===== src/rtl/psc_pkg.sv =====
package psc_pkg;

    // table geometry and count width
    localparam int MAX_ENTRIES   = 256;
    localparam int MAX_ENTRY_LEN = 8;
    localparam int COUNT_BITS    = 48;

    localparam int ENTRY_AW = $clog2(MAX_ENTRIES);
    localparam int LEN_AW   = (MAX_ENTRY_LEN > 1) ? $clog2(MAX_ENTRY_LEN) : 1;
    localparam int CNT_W    = $clog2(MAX_ENTRIES + 1);

    // fixed field widths
    localparam int CHAR_W     = 8;
    localparam int LEN_W      = 4;
    localparam int WAYS_W     = 48;
    localparam int CFG_IDX_W  = 2;
    localparam int CFG_DATA_W = 9;

    localparam logic [CFG_IDX_W-1:0] CFG_ENTRIES_IN_USE = 2'd0;
    localparam logic [CFG_IDX_W-1:0] CFG_POSSIBLE_ONLY  = 2'd1;

    localparam logic FUNC_LOAD   = 1'b0;
    localparam logic FUNC_STREAM = 1'b1;

    localparam logic [COUNT_BITS-1:0] COUNT_MAX = {COUNT_BITS{1'b1}};

    typedef struct packed {
        logic              func;
        logic [7:0]        entry_index;
        logic [2:0]        char_pos;
        logic [LEN_W-1:0]  entry_length;
        logic [CHAR_W-1:0] char_code;
        logic              last_char;
    } t_in_item;

    typedef struct packed {
        logic [WAYS_W-1:0] ways;
        logic              possible;
        logic              saturated;
    } t_out_item;

    typedef logic [MAX_ENTRY_LEN-1:0][CHAR_W-1:0] t_row;

    // controller to datapath
    typedef struct packed {
        logic                tbl_wr;
        logic                char_load;
        logic                rd_en;
        logic [ENTRY_AW-1:0] rd_addr;
        logic                commit;
        logic                last;
        logic                possible_only;
    } t_dp_cmd;

    // datapath to controller
    typedef struct packed {
        logic busy;
        logic out_free;
    } t_dp_stat;

endpackage


===== src/rtl/psc_ctrl.sv =====
module psc_ctrl
    import psc_pkg::*;
(
    input  logic                  i_clk,
    input  logic                  i_rst_n,
    input  logic                  i_in_valid,
    output logic                  o_in_ready,
    input  t_in_item              i_in_data,
    input  logic                  i_cfg_valid,
    output logic                  o_cfg_ready,
    input  logic [CFG_IDX_W-1:0]  i_cfg_index,
    input  logic [CFG_DATA_W-1:0] i_cfg_data,
    input  t_dp_stat              i_stat,
    output t_dp_cmd               o_cmd
);

    typedef enum logic [1:0] {
        S_IDLE,
        S_SCAN,
        S_DRAIN,
        S_FINISH
    } t_state;

    t_state                r_state;
    logic [CNT_W-1:0]      r_cnt;
    logic [CNT_W-1:0]      r_scan;
    logic                  r_last;
    logic [CFG_DATA_W-1:0] r_entries;
    logic                  r_poss_only;

    logic             accept;
    logic [CNT_W-1:0] n_scan;

    assign o_in_ready  = r_state == S_IDLE;
    assign o_cfg_ready = 1'b1;
    assign accept      = i_in_valid && o_in_ready;
    assign n_scan      = (int'(r_entries) > MAX_ENTRIES) ? CNT_W'(MAX_ENTRIES)
                                                         : CNT_W'(r_entries);

    always_comb begin
        o_cmd.tbl_wr        = accept && (i_in_data.func == FUNC_LOAD);
        o_cmd.char_load     = accept && (i_in_data.func == FUNC_STREAM);
        o_cmd.rd_en         = (r_state == S_SCAN) && (r_cnt < r_scan);
        o_cmd.rd_addr       = r_cnt[ENTRY_AW-1:0];
        o_cmd.commit        = (r_state == S_FINISH) && (!r_last || i_stat.out_free);
        o_cmd.last          = r_last;
        o_cmd.possible_only = r_poss_only;
    end

    always_ff @(posedge i_clk) begin
        if (!i_rst_n) begin
            r_state     <= S_IDLE;
            r_entries   <= '0;
            r_poss_only <= 1'b0;
        end else begin
            if (i_cfg_valid) begin
                case (i_cfg_index)
                    CFG_ENTRIES_IN_USE: r_entries   <= i_cfg_data;
                    CFG_POSSIBLE_ONLY:  r_poss_only <= i_cfg_data[0];
                    default: ;
                endcase
            end
            case (r_state)
                S_IDLE: begin
                    if (o_cmd.char_load) begin
                        r_cnt   <= '0;
                        r_scan  <= n_scan;
                        r_last  <= i_in_data.last_char;
                        r_state <= S_SCAN;
                    end
                end
                S_SCAN: begin
                    if (r_cnt < r_scan) begin
                        r_cnt <= r_cnt + CNT_W'(1);
                    end else begin
                        r_state <= S_DRAIN;
                    end
                end
                S_DRAIN: begin
                    if (!i_stat.busy) begin
                        r_state <= S_FINISH;
                    end
                end
                S_FINISH: begin
                    if (o_cmd.commit) begin
                        r_state <= S_IDLE;
                    end
                end
                default: r_state <= S_IDLE;
            endcase
        end
    end

endmodule


===== config.mk =====
export PLATFORM = sky130hd
export DESIGN_NAME = psc_ctrl
export DESIGN_NICKNAME = d
export VERILOG_FILES = /design/src/rtl/psc_pkg.sv /design/src/rtl/psc_ctrl.sv
export SDC_FILE = /design/constraint.sdc
export NUM_CORES = 1
export LEC_CHECK = 0
export BUFFER_PORTS_ARGS = -buffer_cell sky130_fd_sc_hd__buf_2
export CAP_MARGIN = 15
export CORE_MARGIN = 5
export CORE_UTILIZATION = 40
export DETAILED_ROUTE_END_ITERATION = 8
export PLACE_DENSITY = 0.66
export REMOVE_ABC_BUFFERS = 1
export SETUP_SLACK_MARGIN = 0.15
export SLEW_MARGIN = 10
export SYNTH_ARGS = -nofsm -noshare
export SYNTH_HDL_FRONTEND = slang
export SYNTH_SLANG_ARGS = --single-unit

===== constraint.sdc =====
create_clock -name i_clk -period 3.1 [get_ports i_clk]
set_clock_uncertainty 0.15 [all_clocks]
set_input_delay 0 -clock i_clk [delete_from_list [all_inputs] [get_ports i_clk]]
set_output_delay 0 -clock i_clk [all_outputs]
set_load 0.05 [all_outputs]

==> run metrics <==
vias in the first global route=1124; H-Tree Depth=2; 1st-iter DRT viols=76; Seq cells post-synth=31; Fin. Hold Viols=4; CTS Buf Count=5; Psw=0.610 mW; failing checks=hold timing; GPL Wtd Cong=0.691; HPWL after detailed placement=2.13 mm; final instance area=0.00203 mm2; post-synthesis average cell area=10.2 um2; Area Growth Syn to Fin=22.5%; DRC=0; gr usage total=12.2%; CP required=2.95 ns; Die ar.=0.00554 mm2; Comb power frac=39.3%; number of synthesis warnings=0; most frequent cells in the layout=33 x buf_2, 19 x edfxtp_1, 17 x nor2_1, 14 x dlygate4sd3_1; worst hold slack=-0.00322 ns; Root Driver=clkbuf_8; RSZ-0062 raised after global routing=false; CTS tree=done; leakage=0.891 nW; post-synthesis sequential area ratio=48.9%; sw frac=41.5%; Initial Util=41.5%; commonest non-fill, non-tap cell in the layout=buf_2; startpoint types=register; clock network power share=21.2%; diode count=0; Max Fclk=0.438 GHz; fraction of layout cells with a size suffix above 1=22.4%; # port buffers=33; Int Power=0.860 mW; worst-skew pair later-pin latency=0.29 ns; # fillers=376; Crit. End Element=register; final wirelength=2.93 mm; Final setup viols=0; grt ovf=0; first-pass GRT wire length=5.02 mm; multi-input logic area=697 um2; Worst R2R Path Depth=8; DR vias/cell=4.75; max-cap check violation count=0; status=complete, but fails checks; Rows=23; worst reg2reg setup slack=0.82 ns; Pwr per Cell Area=723 mW/mm2; total number of vias=1212; arrival time of the worst setup path=2.13 ns; dpl cells=233; Die Span Y=74.4 um; WS Path Type=register to register; core footprint=0.00400 mm2; register area=811 um2; Mapped Area=0.00166 mm2; nets=259; dpl cell area=0.00181 mm2; Worst Hold Path Cells=3; Seq pwr share=39.5%; Netlist cell types=31; fin cells=255; CTS sink cnt=31; CTS max path bufs=2; Max FO, Critical Path=9; largest net degree at the start of global routing=13; worst hold-check path type=input port to register; Total Negative Setup Slacks=0 ns; initial antenna violation count=0; die width=74.4 um; drt first pass iters=4; final slew viol count=0; period utilisation layout=73.6%; clock slew at reported path FFs=0.07 ns; fin crit period=2.28 ns; Max VDD drop=0.000338 V; drt wl/cell=11.5 um; Post-Synthesis Cells=162; Boundary Pins=58; Routed Antenna Nets=0
-- layer usage --
metal  GRT usage, %  wire [um]  vias to the layer above
met2           18.4       1350                       33
met3           4.19        212                        7
met5              0          0                        -
met4           7.11         72                        0
met1           15.1       1300                      547
li1               -          -                      625
-- per-stage QoR --
step / power [mW] / utilization [%] / setup WS [ns]
6_report: 1.47 / 50.8 / 0.818
4_1_cts: 1.49 / 50.8 / 0.778
3_5_place_dp: 1.16 / 45.2 / 0.790
5_1_grt: 1.57 / 50.8 / 0.666
3_3_place_gp: 1.15 / 45.2 / 0.822
2_1_floorplan: 1.02 / - / 0.282
-- final timing paths --
check | endpoint | from
worst min register to register | r_entries[4] | r_entries[4]
worst min-delay path | r_entries[8] | i_rst_n
worst max register to register | r_cnt[0] | r_cnt[4]
worst max-delay path | r_cnt[0] | r_cnt[4]
-- worst max-delay path, cell delays in order, from the launching register on --
cell and delay (ns):
edfxtp_1 0.46, ha_1 0.34, a211oi_1 0.26, o211a_1 0.20, o221ai_2 0.13, inv_2 0.11, a21oi_1 0.04, nor2_1 0.10
buf_4 0.18
-- power by group through the flow --
stage	registers (mW)	clock network [mW]	logic, mW
2_1_floorplan	0.671	0	0.349
3_3_place_gp	0.589	0	0.563
3_5_place_dp	0.592	0	0.570
4_1_cts	0.583	0.319	0.585
5_1_grt	0.595	0.339	0.639
6_report	0.581	0.311	0.578
-- layout make-up --
| class | count | area share, % |
|---|---|---|
| Clock inverter | 2 | 0.616 |
| Tap cell | 50 | 3.08 |
| Timing Repair Buffer | 49 | 15.8 |
| Multi-Input combinational cell | 102 | 34.3 |
| Sequential cell | 31 | 39.9 |
| Inverter | 15 | 2.77 |
| Clock buffer | 6 | 3.57 |
-- synthesized netlist by cell type, drive strengths merged --
library cell,n,area share [%]
o211a,1,0.60
nor4,1,0.75
xnor2,1,0.53
edfxtp,19,34
nor2,17,3.8
dfxtp,12,14
buf,12,5.3
nor3b,1,0.45
clkbuf,2,0.45
nand3b,1,0.45
o221ai,1,0.90
nand3,7,2.1
a211oi,2,0.90
inv,15,3.4
a21boi,1,0.45
o21ai,5,1.5
conb,1,0.23
nor3,1,0.30
mux2i,10,6.0
or3,3,1.1
nand2,11,2.5
ha,13,9.8
and3,3,1.1
nor2b,9,3.4
a211o,1,0.53
xor2,3,1.6
a21oi,7,2.1
and2,2,0.75
-- repair_timing --
action,in CTS,in global routing
hold buffers,14,0
endpoints found under the hold margin,11,0
setup buffers,0,0
gates resized for setup,0,0
-- kinds of logic (layout without fill, tap and decap cells) --
logic type	after synthesis	count (layout)	synth area share (%)
adders and majority gates	13	13	9.80
DFF	31	31	48.9
other	1	1	0.226
xor gates and xnor gates	4	4	2.11
and+or+nand+nor	56	56	16.8
AOI/OAI and AO/OA	18	18	7.01
muxes	10	10	6.03
buffers and inverters	29	72	9.13
-- registers in the layout, indices dropped and copies added, names as in the netlist --
register	cells
r_cnt	9
r_entries	9
r_last	1
r_poss_only	1
r_scan	9
r_state	2
(Power assumes the default switching activity.)
