File: src/rtl/psc_pkg.sv
package psc_pkg;

    // table geometry and count width
    localparam int MAX_ENTRIES   = 256;
    localparam int MAX_ENTRY_LEN = 8;
    localparam int COUNT_BITS    = 48;

    localparam int ENTRY_AW = $clog2(MAX_ENTRIES);
    localparam int LEN_AW   = (MAX_ENTRY_LEN > 1) ? $clog2(MAX_ENTRY_LEN) : 1;
    localparam int CNT_W    = $clog2(MAX_ENTRIES + 1);

    // fixed field widths
    localparam int CHAR_W     = 8;
    localparam int LEN_W      = 4;
    localparam int WAYS_W     = 48;
    localparam int CFG_IDX_W  = 2;
    localparam int CFG_DATA_W = 9;

    localparam logic [CFG_IDX_W-1:0] CFG_ENTRIES_IN_USE = 2'd0;
    localparam logic [CFG_IDX_W-1:0] CFG_POSSIBLE_ONLY  = 2'd1;

    localparam logic FUNC_LOAD   = 1'b0;
    localparam logic FUNC_STREAM = 1'b1;

    localparam logic [COUNT_BITS-1:0] COUNT_MAX = {COUNT_BITS{1'b1}};

    typedef struct packed {
        logic              func;
        logic [7:0]        entry_index;
        logic [2:0]        char_pos;
        logic [LEN_W-1:0]  entry_length;
        logic [CHAR_W-1:0] char_code;
        logic              last_char;
    } t_in_item;

    typedef struct packed {
        logic [WAYS_W-1:0] ways;
        logic              possible;
        logic              saturated;
    } t_out_item;

    typedef logic [MAX_ENTRY_LEN-1:0][CHAR_W-1:0] t_row;

    // controller to datapath
    typedef struct packed {
        logic                tbl_wr;
        logic                char_load;
        logic                rd_en;
        logic [ENTRY_AW-1:0] rd_addr;
        logic                commit;
        logic                last;
        logic                possible_only;
    } t_dp_cmd;

    // datapath to controller
    typedef struct packed {
        logic busy;
        logic out_free;
    } t_dp_stat;

endpackage

File: src/rtl/psc_datapath.sv
module psc_datapath
    import psc_pkg::*;
(
    input  logic              i_clk,
    input  logic              i_rst_n,
    input  t_dp_cmd           i_cmd,
    input  logic [CHAR_W-1:0] i_char,
    input  t_row              i_rd_row,
    input  logic [LEN_W-1:0]  i_rd_len,
    output t_dp_stat          o_stat,
    output logic              o_out_valid,
    input  logic              i_out_ready,
    output t_out_item         o_out_data
);

    logic [CHAR_W-1:0]     r_recent [MAX_ENTRY_LEN];
    logic [COUNT_BITS-1:0] r_hist   [MAX_ENTRY_LEN];
    logic [COUNT_BITS-1:0] r_term;
    logic [COUNT_BITS-1:0] r_sum;
    logic                  r_ovf;
    logic                  r_v1;
    logic                  r_v2;
    logic                  r_out_valid;
    t_out_item             r_out;

    logic [MAX_ENTRY_LEN-1:0] match_len;
    logic                     len_ok;
    logic [LEN_AW-1:0]        len_idx;
    logic [COUNT_BITS-1:0]    n_term;
    logic [COUNT_BITS:0]      add_wide;
    logic                     nz;

    // suffix compare for every possible entry length
    always_comb begin
        for (int l = 1; l <= MAX_ENTRY_LEN; l++) begin
            match_len[l-1] = 1'b1;
            for (int j = 0; j < l; j++) begin
                if (i_rd_row[j] != r_recent[l-1-j]) begin
                    match_len[l-1] = 1'b0;
                end
            end
        end
    end

    assign len_ok  = (i_rd_len != '0) && (i_rd_len <= LEN_W'(MAX_ENTRY_LEN));
    assign len_idx = LEN_AW'(i_rd_len - LEN_W'(1));
    assign n_term  = (len_ok && match_len[len_idx]) ? r_hist[len_idx] : '0;

    assign add_wide = {1'b0, r_sum} + {1'b0, r_term};
    assign nz       = r_sum != '0;

    // recent word characters, no reset needed
    always_ff @(posedge i_clk) begin
        if (i_cmd.char_load) begin
            r_recent[0] <= i_char;
            for (int k = 1; k < MAX_ENTRY_LEN; k++) begin
                r_recent[k] <= r_recent[k-1];
            end
        end
        r_term <= n_term;
    end

    always_ff @(posedge i_clk) begin
        if (!i_rst_n) begin
            r_v1        <= 1'b0;
            r_v2        <= 1'b0;
            r_ovf       <= 1'b0;
            r_out_valid <= 1'b0;
            r_sum       <= '0;
            for (int k = 0; k < MAX_ENTRY_LEN; k++) begin
                r_hist[k] <= (k == 0) ? COUNT_BITS'(1) : '0;
            end
        end else begin
            r_v1 <= i_cmd.rd_en;
            r_v2 <= r_v1;
            if (i_cmd.char_load) begin
                r_sum <= '0;
            end else if (r_v2) begin
                if (add_wide[COUNT_BITS]) begin
                    r_sum <= COUNT_MAX;
                    r_ovf <= 1'b1;
                end else begin
                    r_sum <= add_wide[COUNT_BITS-1:0];
                end
            end
            if (i_cmd.commit) begin
                if (i_cmd.last) begin
                    // fresh word
                    for (int k = 0; k < MAX_ENTRY_LEN; k++) begin
                        r_hist[k] <= (k == 0) ? COUNT_BITS'(1) : '0;
                    end
                    r_ovf <= 1'b0;
                end else begin
                    r_hist[0] <= r_sum;
                    for (int k = 1; k < MAX_ENTRY_LEN; k++) begin
                        r_hist[k] <= r_hist[k-1];
                    end
                end
            end
            if (i_cmd.commit && i_cmd.last) begin
                r_out_valid <= 1'b1;
            end else if (i_out_ready) begin
                r_out_valid <= 1'b0;
            end
        end
    end

    always_ff @(posedge i_clk) begin
        if (i_cmd.commit && i_cmd.last) begin
            r_out.ways      <= i_cmd.possible_only ? WAYS_W'(nz) : WAYS_W'(r_sum);
            r_out.possible  <= nz;
            r_out.saturated <= r_ovf;
        end
    end

    assign o_stat.busy     = r_v1 || r_v2;
    assign o_stat.out_free = !r_out_valid || i_out_ready;
    assign o_out_valid     = r_out_valid;
    assign o_out_data      = r_out;

endmodule

File: config.mk
export PLATFORM = sky130hd
export DESIGN_NAME = psc_datapath
export DESIGN_NICKNAME = d
export VERILOG_FILES = /design/src/rtl/psc_pkg.sv /design/src/rtl/psc_datapath.sv
export SDC_FILE = /design/constraint.sdc
export NUM_CORES = 1
export LEC_CHECK = 0
export BUFFER_PORTS_ARGS = -buffer_cell sky130_fd_sc_hd__buf_2
export CORE_UTILIZATION = 44
export DETAILED_ROUTE_END_ITERATION = 10
export SKIP_CTS_REPAIR_TIMING = 1
export SLEW_MARGIN = 10
export SYNTH_ARGS = -nofsm -noshare
export SYNTH_HDL_FRONTEND = slang
export SYNTH_SLANG_ARGS = --single-unit
File: constraint.sdc
create_clock -name i_clk -period 13.8 [get_ports i_clk]
set_clock_uncertainty 0.1 [all_clocks]
set_input_delay 0.69 -clock i_clk [delete_from_list [all_inputs] [get_ports i_clk]]
set_output_delay 0.69 -clock i_clk [all_outputs]
set_load 0.02 [all_outputs]
==> results of run 1 <==
flip-flops by register name, indices dropped and copies added (netlist names):
name,flops
r_hist,384
r_recent,64
o_out_data,50
r_sum,48
r_term,48
o_out_valid,1
r_ovf,1
r_v1,1
r_v2,1
critical path: cells and delay by family, from the launching register on:
family	cells	cell delay [ns]
AOI/OAI and AO/OA	4	1.29
and+or+nand+nor	4	1.47
DFF	1	0.81
buffers and inverters	2	0.53
synth_stat cells, types with 4 or more instances:
| library cell | n |
|---|---|
| o22ai_1 | 11 |
| a21oi_1 | 109 |
| nand2_1 | 147 |
| a21oi_2 | 20 |
| xor2_1 | 176 |
| a22o_1 | 4 |
| o21bai_1 | 11 |
| mux4_2 | 96 |
| nand2b_1 | 55 |
| xnor2_1 | 131 |
| nand4_1 | 51 |
| o21ai_0 | 82 |
| a31oi_1 | 30 |
| a21o_1 | 26 |
| nand3b_1 | 49 |
| a221oi_1 | 4 |
| and3_1 | 10 |
| nor2b_1 | 55 |
| dfxtp_1 | 148 |
| buf_1 | 15 |
| buf_2 | 17 |
| clkbuf_1 | 168 |
| nand3_1 | 20 |
| o211ai_1 | 6 |
| and2_1 | 340 |
| edfxtp_1 | 450 |
| nor2_1 | 36 |
| o21a_1 | 9 |
| a21boi_0 | 48 |
| ha_1 | 50 |
| a211oi_1 | 5 |
| nor3_1 | 10 |
| inv_1 | 30 |
| nor4_1 | 58 |
metrics by stage:
step	setup slack (ns)	power (mW)	std cells	hold WS, ns	area [sq um]
floorplan	3.490	2.374	2527	0.3088	30290
global placement	9.338	2.501	3356	0.3199	31490
detailed placement	9.305	2.507	3356	0.3321	31490
CTS	9.470	4.391	3482	0.1155	33810
global route	9.346	4.490	3482	0.1335	33810
finish	9.398	4.347	3483	0.1530	33810
power by group through the flow:
stage / sequential [mW] / combinational, mW / clock (mW)
after detailed placement: 2.12 / 0.383 / 0
after floorplan: 2.10 / 0.273 / 0
after global placement: 2.12 / 0.379 / 0
final: 2.09 / 0.383 / 1.87
after global routing: 2.10 / 0.411 / 1.98
after CTS: 2.09 / 0.384 / 1.92
layout make-up:
cell class                      count  area [sq um]  area share (%)
Multi-Input combinational cell   1695         12950           38.29
Antenna cell                        1         2.502        0.007401
Tap cell                          873          1092           3.230
Sequential cell                   598         16480           48.73
Inverter                           31         116.4          0.3441
Clock inverter                     31         372.9           1.103
Timing Repair Buffer              159         859.6           2.542
Clock buffer                       95          1947           5.758
metal layers:
metal	global-route usage [%]	wire length, microns	up-vias
li1	-	-	9150
met1	36.04	39970	10190
met2	36.95	37940	573
met3	3.744	4470	111
met4	5.688	1751	0
met5	0	0	-
how the worst max path moves through the flow:
stage	startpoint	slack (ns)	end
global placement	i_rd_len[0]	9.34	r_term[2]
global route	r_sum[8]	9.35	r_sum[37]
CTS	r_recent[0][6]	9.47	r_term[9]
finish	r_recent[0][6]	9.40	r_term[9]
detailed placement	i_rd_len[0]	9.31	r_term[9]
floorplan	i_cmd[2]	3.49	r_hist[1][0]
logic make-up (layout without fill, tap and decap cells):
| group | count (synthesis) | after routing | share of synthesized area (%) |
|---|---|---|---|
| buffers and inverters | 234 | 316 | 3.045 |
| adders and majority gates | 51 | 51 | 2.132 |
| other | 0 | 1 | 0 |
| xor gates and xnor gates | 307 | 307 | 8.878 |
| AOI/OAI and AO/OA | 397 | 397 | 8.349 |
| DFF | 598 | 598 | 54.40 |
| muxes | 97 | 97 | 7.176 |
| and+or+nand+nor | 843 | 843 | 16.02 |
==> results.toml, run 1 <==
[status]
status = "finished clean"

[critical_path]
rr_worst_depth = 10
regToRegSetupSlack_ns = 9.40
endpoint_kind = "flip-flop"
crit_path_max_incr_delay_ns = 0.81
required_ns = 14.21
crit_arrival_ns = 4.82
path_class = "flip-flop to flip-flop"
crit_chain = "inv_2 > a2111o_1 > nor4_1 > nand3_1 > or4_1 > a32oi_1 > nor2_1 > a211o_2 > buf_4 > a21oi_1"
cp-start-kind = "flip-flop"
r2r-end = "r_term[9]"
cpMaxStageDelayCell = "edfxtp_1"
cp_max_fo = 48
r2r_start = "r_recent[0][6]"

[floorplanning]
start_util_pct = 44.78
dieArea_sq_um = 69890
ios = 146
die_w_microns = 264.4
core-area_sq_um = 67630
die_height_microns = 264.4
placementRows = 95

[timing]
setup-violations-final = 0
clock.fmax_mhz = 227.2
hold_viol_final = 0
setup_tns_ns = 0
min_period_over_period_pct = 31.90
relSlewSlack_pct = 23.03
drv_slew = 0
tightest_slew_ns = 1.144
rsz0062_at_grt = "false"
period_minus_slack_ns = 4.402

[power_and_ir_drop]
ir_drop_mv = 0.09485
pwr-share-comb_pct = 8.8
pwr-share-clk_pct = 43.1
power.share.switching_pct = 24.35
power_density_nw_per_um2 = 128.5
internal-power_mw = 3.288
power_switching_mw = 1.058
total_leakage_power_nw = 12.49
seqPwrFrac_pct = 48.1

[synthesis]
netlist_top_cells_area = "edfxtp_1 (45%), dfxtp_1 (9.8%), mux4_2 (7.1%)"
synth.net_count = 2671
netlist_instances = 2527
ys_seq_area_share_pct = 54.40
syn_area_per_cell_sq_um = 11.99
synth_warnings = 0
synth_top_area_cell = "edfxtp_1"
synth_edf_count = 450
yosys.cell_types.count = 58
postSynth.asyncResetShare_pct = 0
netlist_area_sq_um = 30290
yosysTopAreaCellShare_pct = 44.62
ys_seq_elements = 598
synth_ff_type = "edfxtp_1"

[layout]
area_delta_synth_final_pct = 11.65
final_common_cell = "edfxtp_1"
final_cell_mix = "edfxtp_1 (450), and2_1 (340), xor2_1 (175)"
final_nets = 2698
drive_gt1_share_pct = 15.14
finalCoreUtilization_pct = 50.00
fillCellCount = 5984

[detailed_routing]
dr_total_vias = 20030
avgRoutedWirePerCell_microns = 24.15
detail_route.vias_per_cell = 5.749
drcViolationCount = 0
wl_microns = 84130
drt-initial-drc-count = 1616
firstDrtPassIters = 5
final_antenna_net_count = 0

[flow_run]
max_cap_violations = 0

[worst_hold_path]
min_path_type = "primary input to flip-flop"
whs_endpoint = "r_recent[0][0]"
hold_path.startpoint = "i_char[0]"
hold_depth = 1

[placed_design]
dp_hpwl_microns = 53150
gp_congestion = 0.9576
numPortBuffers = 136

[cts]
clk_path_buf_depth = 3
cts.sinks = 598
clk_pin_slew_ns = 0.06
cts_buffers = 69
clkLatencyLatePin_ns = 0.61
cts_tree = "yes"
cts_root_buf = "clkbuf_16"
cts.htree.levels = 3

[global_route]
grt.total_usage_pct = 24.18
overflow = 0
grt_antenna_before_repair = 1
grt_pass1_wl_microns = 128300
grt_max_degree = 123
grt_pass1_vias = 20030
Power figures use the tool's default switching activity.
==> run 2: changes to the inputs <==
- clock period: 13.8 -> 4.4 ns (I/O delays scaled with it)
==> run 2 against run 1 <==
Clock power rose to 3.1 times the previous value. Utilization up 0.43 points. Global-route usage up 0.95 points.
==> results.toml, run 2 (synthesis results as in run 1) <==
[status]
status = "finished clean"

[global_route]
grt_pass1_vias = 19900
grt_max_degree = 211
overflow = 0
grt_pass1_wl_microns = 131100
grt.total_usage_pct = 25.12
grt_antenna_before_repair = 1

[layout]
antennaDiodeCount = 0
area_delta_synth_final_pct = 12.61
drive_gt1_share_pct = 15.50
final_cell_mix = "edfxtp_1 (450), and2_1 (340), xor2_1 (175)"
top_register = "r_hist"
final_nets = 2727
final_cells = 3511
final_common_cell = "edfxtp_1"
finalCoreUtilization_pct = 50.43
largest_register_ffs = 384

[detailed_routing]
final_antenna_net_count = 0
avgRoutedWirePerCell_microns = 24.84
detail_route.vias_per_cell = 5.727
wl_microns = 87220
drcViolationCount = 0
drt-initial-drc-count = 1794
dr_total_vias = 20110
firstDrtPassIters = 8

[floorplanning]
placementRows = 95
core-area_sq_um = 67630
ios = 146
die_w_microns = 264.4
dieArea_sq_um = 69890
die_height_microns = 264.4
start_util_pct = 44.78

[power_and_ir_drop]
seqPwrFrac_pct = 47.8
pwr-share-comb_pct = 9.2
total_leakage_power_nw = 12.65
power.share.switching_pct = 24.69
ir_drop_mv = 0.3200
internal-power_mw = 10.30
power_switching_mw = 3.376
power_density_nw_per_um2 = 401.0
pwr-share-clk_pct = 43.0

[timing]
hold_viol_final = 0
setup_tns_ns = 0
relSlewSlack_pct = 32.32
period_minus_slack_ns = 3.792
tightest_slew_ns = 1.006
min_period_over_period_pct = 86.18
setup-violations-final = 0
clock.fmax_mhz = 263.7
drv_slew = 0
holdWs_ns = 0.06541
rsz0062_at_grt = "false"

[critical_path]
r2r_start = "r_sum[0]"
endpoint_kind = "flip-flop"
cpMaxStageDelayCell = "o21ai_0"
crit_chain = "ha_1 > fa_1 > a211oi_1 > o21ai_0 > nand2_1 > a311oi_1 > o21ai_0 > nor4_1 > o22ai_1 > xor2_1 > a21oi_1"
cp-start-kind = "flip-flop"
worst_path_most_repeated_cell = "o21ai_0"
crit_arrival_ns = 4.22
rr_worst_depth = 11
regToRegSetupSlack_ns = 0.61
path_class = "flip-flop to flip-flop"
crit_path_max_incr_delay_ns = 0.60
cp_max_fo = 5
required_ns = 4.83
r2r-end = "r_sum[46]"

[cts]
clkLatencyLatePin_ns = 0.62
clk_pin_slew_ns = 0.06
cts_buffers = 69
cts_root_buf = "clkbuf_16"
clk_path_buf_depth = 3
cts.sinks = 598
cts.htree.levels = 3
cts_tree = "yes"

[placed_design]
dp_hpwl_microns = 57880
dpl.cell_count = 3372
gp_congestion = 0.9280
numPortBuffers = 136

[flow_run]
max_cap_violations = 0

[worst_hold_path]
hold_path.startpoint = "i_cmd[2]"
whs_endpoint = "r_hist[0][41]"
hold_depth = 3
min_path_type = "primary input to flip-flop"
## run 2: critical path, delay by kind of cell (launching register included)
kind | cells | cell delay, ns
AO/OA/AOI/OAI | 6 | 1.85
AND/OR/NAND/NOR | 2 | 0.65
flip-flops | 1 | 0.42
adder cells (fa/ha/maj) | 2 | 0.51
XOR/XNOR | 1 | 0.17
## run 2: worst max path at each step
stage | start | end | slack, ns | cells after the start
floorplan | i_cmd[2] | r_hist[1][0] | 0.47 | 4
global placement | r_recent[0][14] | r_term[0] | 0.58 | 10
detailed placement | r_recent[0][28] | r_term[0] | 0.67 | 10
CTS | r_recent[0][4] | r_term[0] | 0.61 | 9
global route | r_sum[0] | r_sum[46] | 0.33 | 11
finish | r_sum[0] | r_sum[46] | 0.61 | 11
## run 2: per-stage QoR
| stage | power, mW | instance area [sq um] | setup WS, ns |
|---|---|---|---|
| after floorplan | 7.404 | 30290 | 0.4747 |
| after global placement | 7.888 | 31660 | 0.5832 |
| after detailed placement | 7.899 | 31660 | 0.6720 |
| after CTS | 13.81 | 33980 | 0.6064 |
| after global routing | 14.12 | 34110 | 0.3327 |
| final | 13.68 | 34110 | 0.6082 |
## run 2: layout make-up
class | instances | area (sq um)
fillers | 5898 | 33530
repair buffers | 188 | 1160
well taps | 873 | 1092
flip-flops and latches | 598 | 16480
inverters | 31 | 116.4
clock inverters | 27 | 307.8
clock buffers | 99 | 2006
multi-input cells | 1695 | 12950
## run 2: metal layers
| layer | track usage, % | wire length (microns) | vias to the layer above |
|---|---|---|---|
| met5 | 0 | 13 | - |
| met4 | 7.244 | 2259 | 2 |
| met3 | 4.245 | 4948 | 129 |
| met2 | 38.34 | 39130 | 611 |
| met1 | 36.75 | 40860 | 10170 |
| li1 | - | - | 9199 |
## run 2: power by group through the flow
stage	Combinational [mW]	Sequential (mW)	Clock, mW
after floorplan	0.857	6.55	0
after detailed placement	1.25	6.65	0
after CTS	1.26	6.53	6.02
after global routing	1.35	6.56	6.20
final	1.26	6.54	5.88
after global placement	1.25	6.64	0
